File: config.mk
export PLATFORM = sky130hd
export DESIGN_NAME = adaptive_backoff_pacer
export DESIGN_NICKNAME = d
export VERILOG_FILES = /design/src/sv/abp_pkg.sv /design/src/sv/adaptive_backoff_pacer.sv
export SDC_FILE = /design/constraint.sdc
export NUM_CORES = 1
export LEC_CHECK = 0
export BUFFER_PORTS_ARGS = -buffer_cell sky130_fd_sc_hd__buf_2
export CORE_MARGIN = 2
export CORE_UTILIZATION = 39
export CTS_CLUSTER_SIZE = 16
export DETAILED_ROUTE_END_ITERATION = 8
export PLACE_DENSITY = 0.66
export SLEW_MARGIN = 20
export SYNTH_ARGS = -nofsm -noshare
export SYNTH_HDL_FRONTEND = slang
export SYNTH_SLANG_ARGS = --single-unit
File: constraint.sdc
create_clock -name clk -period 20.4 [get_ports clk]
set_input_delay 4.08 -clock clk [delete_from_list [all_inputs] [get_ports clk]]
set_output_delay 4.08 -clock clk [all_outputs]
set_load 0.02 [all_outputs]
File: src/sv/abp_pkg.sv
// shared constants and types for the adaptive backoff pacer
`default_nettype none

package abp_pkg;

	// fixed-point format of all time values
	localparam int unsigned FRAC_BITS = 8;
	localparam int unsigned TIME_W    = 24;
	localparam int unsigned PACE_W    = TIME_W + 1;
	localparam int unsigned STREAK_W  = 16;
	localparam int unsigned CFG_IDX_W = 3;

	// blend and shrink weights over 256
	localparam int unsigned COEF_SHIFT = 8;
	localparam int unsigned KEEP_W     = 179;
	localparam int unsigned GAIN_W     = 77;
	localparam int unsigned SHRINK_W   = 243;

	// streak thresholds
	localparam logic [STREAK_W-1:0] SHRINK_STREAK = STREAK_W'(20);
	localparam logic [STREAK_W-1:0] COOL_STREAK   = STREAK_W'(10);
	localparam logic [STREAK_W-1:0] STREAK_MAX    = {STREAK_W{1'b1}};

	// 2 ms shrink floor and 200 ms short cool-down
	localparam logic [TIME_W-1:0] SHRINK_FLOOR = TIME_W'(2 << FRAC_BITS);
	localparam logic [TIME_W-1:0] SHORT_COOL   = TIME_W'(200 << FRAC_BITS);

	// register reset values
	localparam logic [TIME_W-1:0]   RST_INITIAL_DELAY    = TIME_W'(25600);
	localparam logic [TIME_W-1:0]   RST_MIN_DELAY        = TIME_W'(256);
	localparam logic [TIME_W-1:0]   RST_MAX_DELAY        = TIME_W'(1280000);
	localparam logic [STREAK_W-1:0] RST_STREAK_LIMIT     = STREAK_W'(100);
	localparam logic [TIME_W-1:0]   RST_INITIAL_COOLDOWN = TIME_W'(128000);

	// configuration register indexes
	typedef enum logic [CFG_IDX_W-1:0] {
		CFG_INITIAL_DELAY    = 3'd0,
		CFG_MIN_DELAY        = 3'd1,
		CFG_MAX_DELAY        = 3'd2,
		CFG_STREAK_LIMIT     = 3'd3,
		CFG_INITIAL_COOLDOWN = 3'd4
	} cfg_idx_t;

	// operation codes
	localparam logic OP_REPORT  = 1'b0;
	localparam logic OP_RESTART = 1'b1;

endpackage

`default_nettype wire

File: src/sv/adaptive_backoff_pacer.sv
// adaptive backoff pacer: learned delay update with restart, backoff, blend, shrink and clamp
// datapath: an input beat passes the input register, then the result register
// throughput: one beat per cycle while the result stream is not stalled; the state update is a combinational
// constant shift-add path from the input register into the state and result registers
// reset: config registers return to defaults, state restarts, both stages empty
// a stalled result holds the input stage; no beat is dropped
`default_nettype none

module adaptive_backoff_pacer (
	input  wire logic        clk,
	input  wire logic        arst_n,
	// configuration write port
	input  wire logic        cfg_we,
	input  wire logic [2:0]  cfg_index,
	input  wire logic [23:0] cfg_data,
	// input stream
	input  wire logic        s_axis_tvalid,
	output logic             s_axis_tready,
	input  wire logic [23:0] s_axis_tdata,  // [23:0] response_time
	input  wire logic [1:0]  s_axis_tuser,  // [0] op, [1] backoff_event
	// result stream
	output logic             m_axis_tvalid,
	input  wire logic        m_axis_tready,
	output logic [55:0]      m_axis_tdata   // [24:0] pacing_delay, [48:25] base_delay,
	                                        // [49] cooldown_active, [55:50] zero
);

	localparam int unsigned TW = abp_pkg::TIME_W;
	localparam int unsigned PW = abp_pkg::PACE_W;
	localparam int unsigned SW = abp_pkg::STREAK_W;
	localparam int unsigned MW = TW + abp_pkg::COEF_SHIFT + 1;

	// configuration registers
	logic [TW-1:0] initial_delay_q, min_delay_q, max_delay_q, initial_cooldown_q;
	logic [SW-1:0] streak_limit_q;

	// pacer state
	logic [TW-1:0] learned_q, cooldown_q;
	logic [SW-1:0] streak_q;

	// input stage
	logic          valid_s1;
	logic          op_s1, backoff_s1;
	logic [TW-1:0] rt_s1;

	// result stage
	logic          valid_s2;
	logic [PW-1:0] pace_s2;
	logic [TW-1:0] base_s2;
	logic          active_s2;

	logic advance;

	// next-state values
	logic [TW-1:0] learned_d, cooldown_d;
	logic [SW-1:0] streak_d;
	logic          active_d;
	logic [PW-1:0] pace_d;

	// update datapath
	logic [TW:0]   doubled;
	logic [TW:0]   sug;
	logic          blend_en;
	logic [MW-1:0] blend_sum;
	logic [TW-1:0] d_blend;
	logic [MW-1:0] shrink_prod;
	logic [TW-1:0] d_shrink;
	logic [TW-1:0] d_min;
	logic [SW-1:0] streak_inc;

	// handshake: input stage moves when the result stage is free or draining
	assign advance       = valid_s1 && (!valid_s2 || m_axis_tready);
	assign s_axis_tready = !valid_s1 || advance;

	// configuration writes
	always_ff @(posedge clk or negedge arst_n) begin
		if (!arst_n) begin
			initial_delay_q    <= abp_pkg::RST_INITIAL_DELAY;
			min_delay_q        <= abp_pkg::RST_MIN_DELAY;
			max_delay_q        <= abp_pkg::RST_MAX_DELAY;
			streak_limit_q     <= abp_pkg::RST_STREAK_LIMIT;
			initial_cooldown_q <= abp_pkg::RST_INITIAL_COOLDOWN;
		end else if (cfg_we) begin
			unique case (cfg_index)
				abp_pkg::CFG_INITIAL_DELAY:    initial_delay_q    <= cfg_data;
				abp_pkg::CFG_MIN_DELAY:        min_delay_q        <= cfg_data;
				abp_pkg::CFG_MAX_DELAY:        max_delay_q        <= cfg_data;
				abp_pkg::CFG_STREAK_LIMIT:     streak_limit_q     <= cfg_data[SW-1:0];
				abp_pkg::CFG_INITIAL_COOLDOWN: initial_cooldown_q <= cfg_data;
				default: ;
			endcase
		end
	end

	// input register
	always_ff @(posedge clk or negedge arst_n) begin
		if (!arst_n) begin
			valid_s1 <= 1'b0;
		end else if (s_axis_tready) begin
			valid_s1 <= s_axis_tvalid;
		end
	end

	always_ff @(posedge clk) begin
		if (s_axis_tready && s_axis_tvalid) begin
			op_s1      <= s_axis_tuser[0];
			backoff_s1 <= s_axis_tuser[1];
			rt_s1      <= s_axis_tdata;
		end
	end

	// success path: blend toward 1.5x response time, shrink on long streak, clamp
	always_comb begin
		sug        = {1'b0, rt_s1} + {2'b00, rt_s1[TW-1:1]};
		blend_en   = (sug != '0) && (sug < {1'b0, max_delay_q});
		blend_sum  = MW'(learned_q) * MW'(abp_pkg::KEEP_W)
		           + MW'(sug) * MW'(abp_pkg::GAIN_W);
		d_blend    = blend_en ? blend_sum[abp_pkg::COEF_SHIFT +: TW] : learned_q;
		streak_inc = (streak_q != abp_pkg::STREAK_MAX) ? streak_q + SW'(1) : streak_q;
		shrink_prod = MW'(d_blend) * MW'(abp_pkg::SHRINK_W);
		if (streak_inc > abp_pkg::SHRINK_STREAK && d_blend > abp_pkg::SHRINK_FLOOR) begin
			d_shrink = shrink_prod[abp_pkg::COEF_SHIFT +: TW];
		end else begin
			d_shrink = d_blend;
		end
		d_min   = (d_shrink < min_delay_q) ? min_delay_q : d_shrink;
		doubled = {learned_q, 1'b0};
	end

	// next state by operation
	always_comb begin
		learned_d  = learned_q;
		streak_d   = streak_q;
		cooldown_d = cooldown_q;
		priority if (op_s1 == abp_pkg::OP_RESTART) begin
			learned_d  = initial_delay_q;
			streak_d   = '0;
			cooldown_d = initial_cooldown_q;
		end else if (backoff_s1) begin
			learned_d  = (doubled > {1'b0, max_delay_q}) ? max_delay_q : doubled[TW-1:0];
			streak_d   = '0;
			cooldown_d = learned_d;
		end else begin
			streak_d  = streak_inc;
			learned_d = (d_min > max_delay_q) ? max_delay_q : d_min;
			if (streak_inc > abp_pkg::COOL_STREAK) begin
				cooldown_d = abp_pkg::SHORT_COOL;
			end
		end
		active_d = streak_d >= streak_limit_q;
		pace_d   = {1'b0, learned_d} + (active_d ? {1'b0, cooldown_d} : '0);
	end

	// state registers
	always_ff @(posedge clk or negedge arst_n) begin
		if (!arst_n) begin
			learned_q  <= abp_pkg::RST_INITIAL_DELAY;
			streak_q   <= '0;
			cooldown_q <= abp_pkg::RST_INITIAL_COOLDOWN;
		end else if (advance) begin
			learned_q  <= learned_d;
			streak_q   <= streak_d;
			cooldown_q <= cooldown_d;
		end
	end

	// result register
	always_ff @(posedge clk or negedge arst_n) begin
		if (!arst_n) begin
			valid_s2 <= 1'b0;
		end else if (advance) begin
			valid_s2 <= 1'b1;
		end else if (m_axis_tready) begin
			valid_s2 <= 1'b0;
		end
	end

	always_ff @(posedge clk) begin
		if (advance) begin
			pace_s2   <= pace_d;
			base_s2   <= learned_d;
			active_s2 <= active_d;
		end
	end

	// result beat
	assign m_axis_tvalid = valid_s2;
	assign m_axis_tdata  = {6'b0, active_s2, base_s2, pace_s2};

endmodule

`default_nettype wire
==> impl_results.md, run 1 <==
* Synth Instances at 2872
* Depth of the worst register-to-register path at 79
* Routability cong. at 0.8871
* Critical-path top delay cell: or4_4
* Most frequent cells in the layout: inv_1, ha_1, fa_1
* Final WS setup at 0.8992 ns
* Gr ovfl total at 0
* Die W at 269.6 um
* CTS tree: done
* TritonCTS Sinks at 254
* Initial DRC Count at 1173
* DR WL/cell at 17.88 um
* WHS Endpoint: initial_delay_q[12]$_DFFE_PN0P_
* Final Max Tran Viols at 0
* Final setup viols at 0
* Initial Utilization at 39.36%
* Post-synth EDFFs at 76
* Clock-pin slew on the worst setup and hold paths at 0.07 ns
* Die Height at 269.6 um
* Achievable Freq at 51.28 MHz
* Crit Path Class: flip-flop to flip-flop
* Root buffer cell: clkbuf_16
* DRT Wirelength at 71330 um
* DRC at 0
* Post-DRT Antenna Nets at 0
* Die area at 0.07270 mm^2
* R2R Path Start: rt_s1[1]$_DFFE_PP_
* Slowest cell delay on critical path at 0.57 ns
* Post-DP HPWL at 56480 um
* Slew @ Worst Pin at 1.071 ns
* GRT Total Usage at 19.81%
* Area delta synth->final at 12.45%
* First-pass GRT wire length at 115700 um
* CTS H-Tree Depth at 1
* PortBufs at 109
* Mapped Avg Cell Area at 9.582 um^2
* Fin nets at 3714
* CP required at 20.72 ns
* Vias at 20800
* Non-Filler Instances at 3990
* Core Region at 0.06991 mm^2
* Critical path launch point type: flip-flop
* CP Max Fanout at 6
* Slew HR at 28.57%
* Worst Hold Launch: initial_delay_q[12]$_DFFE_PN0P_
* Largest net degree at the start of global routing at 88
* Max_cap viols at 0
* Crit path top cell by count: ha_1
* Initial antenna violation count at 2
* Crit share post-route at 95.59%
* Diode count at 0
* Reg2reg setup slack at 0.90 ns
* Most common cell after layout, fill and taps aside: inv_1
* Worst path arrival time at 19.83 ns
* Vias in the first global route at 21220
* Final Hold Fails at 0
* FF+latch count, synth at 254
* Vias/cell at 5.212
* Clock skew at 0.03729 ns
* Max clock buf depth at 3
* Crit. End Element: flip-flop
* CTS Buf Count at 29
* Outcome: finished, final reports clean
* Worst reg2reg endpoint: pace_s2[23]$_DFFE_PP_
* Hold_buf cts at 0
* Hold depth at 1
* Fin crit period at 19.50 ns
* Row cnt at 97
* Hold Path Class: flip-flop to flip-flop
* Setup WS pre-CTS at 0.09184 ns
* Num ports at 116
* Dominant synthesized flop cell: dfrtp_1
* Layout cells sized above 1 at 14.82%
* Post-Syn Area at 0.02752 mm^2
* Seq/Total Area, Yosys at 24.60%
* Hold WS at 0.4978 ns
* Skew-Pair Late Insertion Delay at 0.60 ns
* Synth warn at 0
* Asr flop ratio synth at 70.08%
* First drt pass iteration count at 5
* Number of distinct library cells after synthesis at 79
* Dpl cells at 3920
==> critical path, delay by kind of cell, from the launching register on <==
kind / cells / cell delay (ns)
AOI/OAI and AO/OA: 40 / 7.74
xor gates and xnor gates: 2 / 0.24
adders and majority gates: 17 / 6.78
buffers and inverters: 6 / 0.54
DFF: 1 / 0.42
muxes: 1 / 0.30
and+or+nand+nor: 13 / 3.19
==> logic make-up (layout without fill, tap and decap cells) <==
family                   count (synthesis)  count (layout)  synth area share, %
flip-flops                             254             254                24.60
other                                    1               6              0.01363
buffers and inverters                  560             733                7.775
XOR/XNOR                               105             105                3.342
AND/OR/NAND/NOR                        593             593                9.935
adder cells (fa/ha/maj)                630             630                35.02
AO/OA/AOI/OAI                          587             587                13.72
multiplexers                           142             142                5.592
==> sequential cells by signal, summed over array words and instances, names as in the netlist <==
name                cells
m_axis_tvalid           1
cooldown_q             24
max_delay_q            24
learned_q              24
initial_delay_q        24
streak_q               16
pace_s2                25
min_delay_q            24
streak_limit_q         16
valid_s1                1
active_s2               1
initial_cooldown_q     24
base_s2                24
backoff_s1              1
rt_s1                  24
op_s1                   1
==> cell type report <==
| class | count | area (um^2) |
|---|---|---|
| fill | 6738 | 38960 |
| multi-input combinational | 2063 | 19000 |
| sequential | 254 | 6770 |
| inverter | 474 | 1782 |
| timing repair buffer | 205 | 1284 |
| tap | 940 | 1176 |
| clock buffer | 41 | 800.8 |
| clock inverter | 13 | 130.1 |
==> synth_stat cells, drive strengths merged, types with 10 or more instances <==
library cell  count  share of area (%)
nor3             37               0.67
a31oi            13               0.30
edfxtp           76                8.3
nand2b           26               0.59
o211ai           10               0.27
inv             473                6.5
and2             10               0.23
mux2             91                3.7
o21a             23               0.63
ha              395                 18
a21boi           11               0.31
mux2i            51                1.9
clkbuf           67               0.91
dfstp            27                2.6
nor2            163                2.2
dfrtp           151                 14
xnor2            68                2.2
nand4            31               0.70
xor2             37                1.2
a21oi           151                2.8
o21bai           10               0.27
fa              234                 17
and3             13               0.30
nand3            29               0.53
o31ai            15               0.41
nand2           217                3.0
a21o             56                1.5
o211a            19               0.69
nor2b            26               0.59
a22oi            38                1.0
buf              19               0.40
o21ai           167                3.0
and4             12               0.38
==> layer usage <==
layer | vias to the layer above | wire length, um | track usage, %
li1 | 10050 | - | -
met1 | 10280 | 30520 | 25.17
met2 | 363 | 36210 | 35.69
met3 | 106 | 2190 | 1.737
met4 | 2 | 2395 | 5.921
met5 | - | 10 | 0
==> through the flow <==
stage,instance area [um^2],setup TNS [ns],utilization (%)
after detailed placement,29540,0,42.26
final,30950,0,44.27
after CTS,30490,0,43.61
after floorplan,27540,0,-
after global placement,29540,0,42.26
after global routing,30950,-0.3923,44.27
==> what timing repair did <==
action,in CTS,in global routing
gates resized for setup,3,81
pin swaps,0,23
setup buffers,0,16
endpoints found under the setup margin,2,13
==> how the worst max path moves through the flow <==
| stage | start | to | slack [ns] | cells past startpoint |
|---|---|---|---|---|
| 5_1_grt | rt_s1[1]$_DFFE_PP_ | pace_s2[23]$_DFFE_PP_ | -0.17 | 87 |
| 3_3_place_gp | rt_s1[1]$_DFFE_PP_ | pace_s2[23]$_DFFE_PP_ | 0.38 | 81 |
| 4_1_cts | rt_s1[1]$_DFFE_PP_ | pace_s2[23]$_DFFE_PP_ | 0.07 | 82 |
| 2_1_floorplan | rt_s1[1]$_DFFE_PP_ | pace_s2[24]$_DFFE_PP_ | 0.56 | 82 |
| 3_5_place_dp | rt_s1[1]$_DFFE_PP_ | pace_s2[24]$_DFFE_PP_ | 0.09 | 82 |
| 6_report | rt_s1[1]$_DFFE_PP_ | pace_s2[23]$_DFFE_PP_ | 0.90 | 79 |
Power of run 1 is not shown: default switching activity piles up to over one toggle a cycle in this logic, so the estimate is an artifact.
==> run 2: changes to the inputs <==
--- a/config.mk
+++ b/config.mk
@@ -6,6 +6,7 @@
 export NUM_CORES = 1
 export LEC_CHECK = 0
 export BUFFER_PORTS_ARGS = -buffer_cell sky130_fd_sc_hd__buf_2
+export CORE_ASPECT_RATIO = 0.7
 export CORE_MARGIN = 2
 export CORE_UTILIZATION = 39
 export CTS_CLUSTER_SIZE = 16
==> run 2 against run 1 <==
  * First-iteration DRC count rose by 26%
  * Register-to-register slack got worse by 0.05 ns
  * Largest cell class unchanged
  * Flip-flop and latch count did not move
  * Wire length rose by 2.0%
==> impl_results.md, run 2 (synthesis gave the netlist of run 1 again) <==
* Non-Filler Instances at 3972
* Area delta synth->final at 12.65%
* TritonCTS Sinks at 254
* Die Height at 226.2 um
* Most common cell after layout, fill and taps aside: inv_1
* Gr ovfl total at 0
* DRT Wirelength at 72750 um
* Num ports at 116
* DR WL/cell at 18.32 um
* Clock-pin slew on the worst setup and hold paths at 0.06 ns
* CTS H-Tree Depth at 1
* CTS tree: done
* Critical path launch point type: flip-flop
* First-pass GRT wire length at 114700 um
* Reg2reg setup slack at 0.85 ns
* Fin util at 44.40%
* Initial antenna violation count at 1
* FILL cells at 6586
* Diode count at 0
* Vias/cell at 5.296
* Worst path arrival time at 19.91 ns
* Register Area at 0.006770 mm^2
* Max clock buf depth at 3
* Reg with most FFs: pace_s2
* Worst Hold Launch: initial_cooldown_q[14]$_DFFE_PN1P_
* Initial DRC Count at 1479
* Post-DRT Antenna Nets at 0
* Vias at 21040
* Depth of the worst register-to-register path at 79
* Cell Area, Placed at 0.02958 mm^2
* Most frequent cells in the layout: inv_1, ha_1, fa_1
* Initial Utilization at 39.41%
* Max reg flops at 25
* PortBufs at 109
* First drt pass iteration count at 8
* Die area at 0.07274 mm^2
* CTS Buf Count at 28
* Largest net degree at the start of global routing at 74
* Outcome: finished, final reports clean
* Final Hold Fails at 0
* Final instance area at 0.03100 mm^2
* Setup WS pre-CTS at -0.06001 ns
* Root buffer cell: clkbuf_16
* Final Max Tran Viols at 0
* Fin crit period at 19.55 ns
* Crit Path Class: flip-flop to flip-flop
* Crit path top cell by count: fa_1
* Hold_buf cts at 0
* Vias in the first global route at 20260
* Hold depth at 2
* Dpl cells at 3902
* Die W at 321.5 um
* DRC at 0
* Max_cap viols at 0
* Routability cong. at 0.9014
* CP required at 20.76 ns
* Critical-path top delay cell: fa_1
* CP Max Fanout at 9
* Achievable Freq at 51.15 MHz
* R2R Path Start: rt_s1[1]$_DFFE_PP_
* Worst reg2reg endpoint: pace_s2[24]$_DFFE_PP_
* Row cnt at 81
* Core Region at 0.06983 mm^2
* Layout cells sized above 1 at 15.20%
* Multi-input logic area at 0.01896 mm^2
* Fin nets at 3724
* GRT Total Usage at 20.09%
* Slew HR at 30.52%
* Crit. End Element: flip-flop
* Final setup viols at 0
* Crit share post-route at 95.84%
* WHS Endpoint: cooldown_q[14]$_DFFE_PN1P_
* Post-DP HPWL at 57520 um
* Final WS setup at 0.8496 ns
* Slowest cell delay on critical path at 0.54 ns
* Clock skew at 0.06293 ns
* Hold Path Class: flip-flop to flip-flop
* Slew @ Worst Pin at 1.040 ns
* Skew-Pair Late Insertion Delay at 0.62 ns
[run 2: cell types whose count changed in the layout (fill, tap and decap cells not counted), sizes merged]
cell      before  now
buf          205  216
clkbuf        41   37
clkinv         9   10
clkinvlp       1    0
inv          475  477
[run 2: worst max path at each step]
stage | start | end | cells past startpoint
floorplan | rt_s1[1]$_DFFE_PP_ | pace_s2[24]$_DFFE_PP_ | 82
global placement | rt_s1[1]$_DFFE_PP_ | pace_s2[23]$_DFFE_PP_ | 85
detailed placement | rt_s1[1]$_DFFE_PP_ | pace_s2[23]$_DFFE_PP_ | 85
CTS | rt_s1[1]$_DFFE_PP_ | pace_s2[24]$_DFFE_PP_ | 86
global route | rt_s1[1]$_DFFE_PP_ | pace_s2[24]$_DFFE_PP_ | 84
finish | rt_s1[1]$_DFFE_PP_ | pace_s2[24]$_DFFE_PP_ | 79
[run 2: timing repair]
item | CTS | global route
resized for setup | 3 | 74
buffers inserted | 0 | 18
gates cloned | 0 | 0
endpoints found under the setup margin | 3 | 13
pin swaps | 0 | 25
[run 2: final cells by class]
| type | count | area share, % |
|---|---|---|
| Sequential cell | 254 | 21.84 |
| Clock inverter | 15 | 0.5489 |
| Clock buffer | 37 | 2.611 |
| Multi-Input combinational cell | 2063 | 61.15 |
| Tap cell | 913 | 3.685 |
| Inverter | 474 | 5.747 |
| Timing Repair Buffer | 216 | 4.419 |
[run 2: metal layers]
layer | up-vias | GRT usage [%] | part of all wire [%]
li1 | 10090 | - | -
met1 | 10270 | 30.77 | 49
met2 | 598 | 30.42 | 43
met3 | 75 | 2.699 | 6.5
met4 | 0 | 3.271 | 1.6
met5 | - | 0 | 0
[run 2: metrics by stage]
stage	hold slack, ns	TNS [ns]
global route	0.5220	-0.1991
global placement	0.4822	0
finish	0.5007	0
CTS	0.5001	0
detailed placement	0.4873	-0.06001
floorplan	0.4572	0
[run 2: worst max-delay path: cells and delay by family, from the launching register on]
kind / cells / cell delay [ns]
AO/OA/AOI/OAI: 35 / 7.14
AND/OR/NAND/NOR: 14 / 2.47
buffers and inverters: 8 / 0.79
XOR/XNOR: 2 / 0.67
multiplexers: 2 / 0.67
flip-flops: 1 / 0.48
adder cells (fa/ha/maj): 18 / 7.06
Power of run 2 is left out for the same reason.
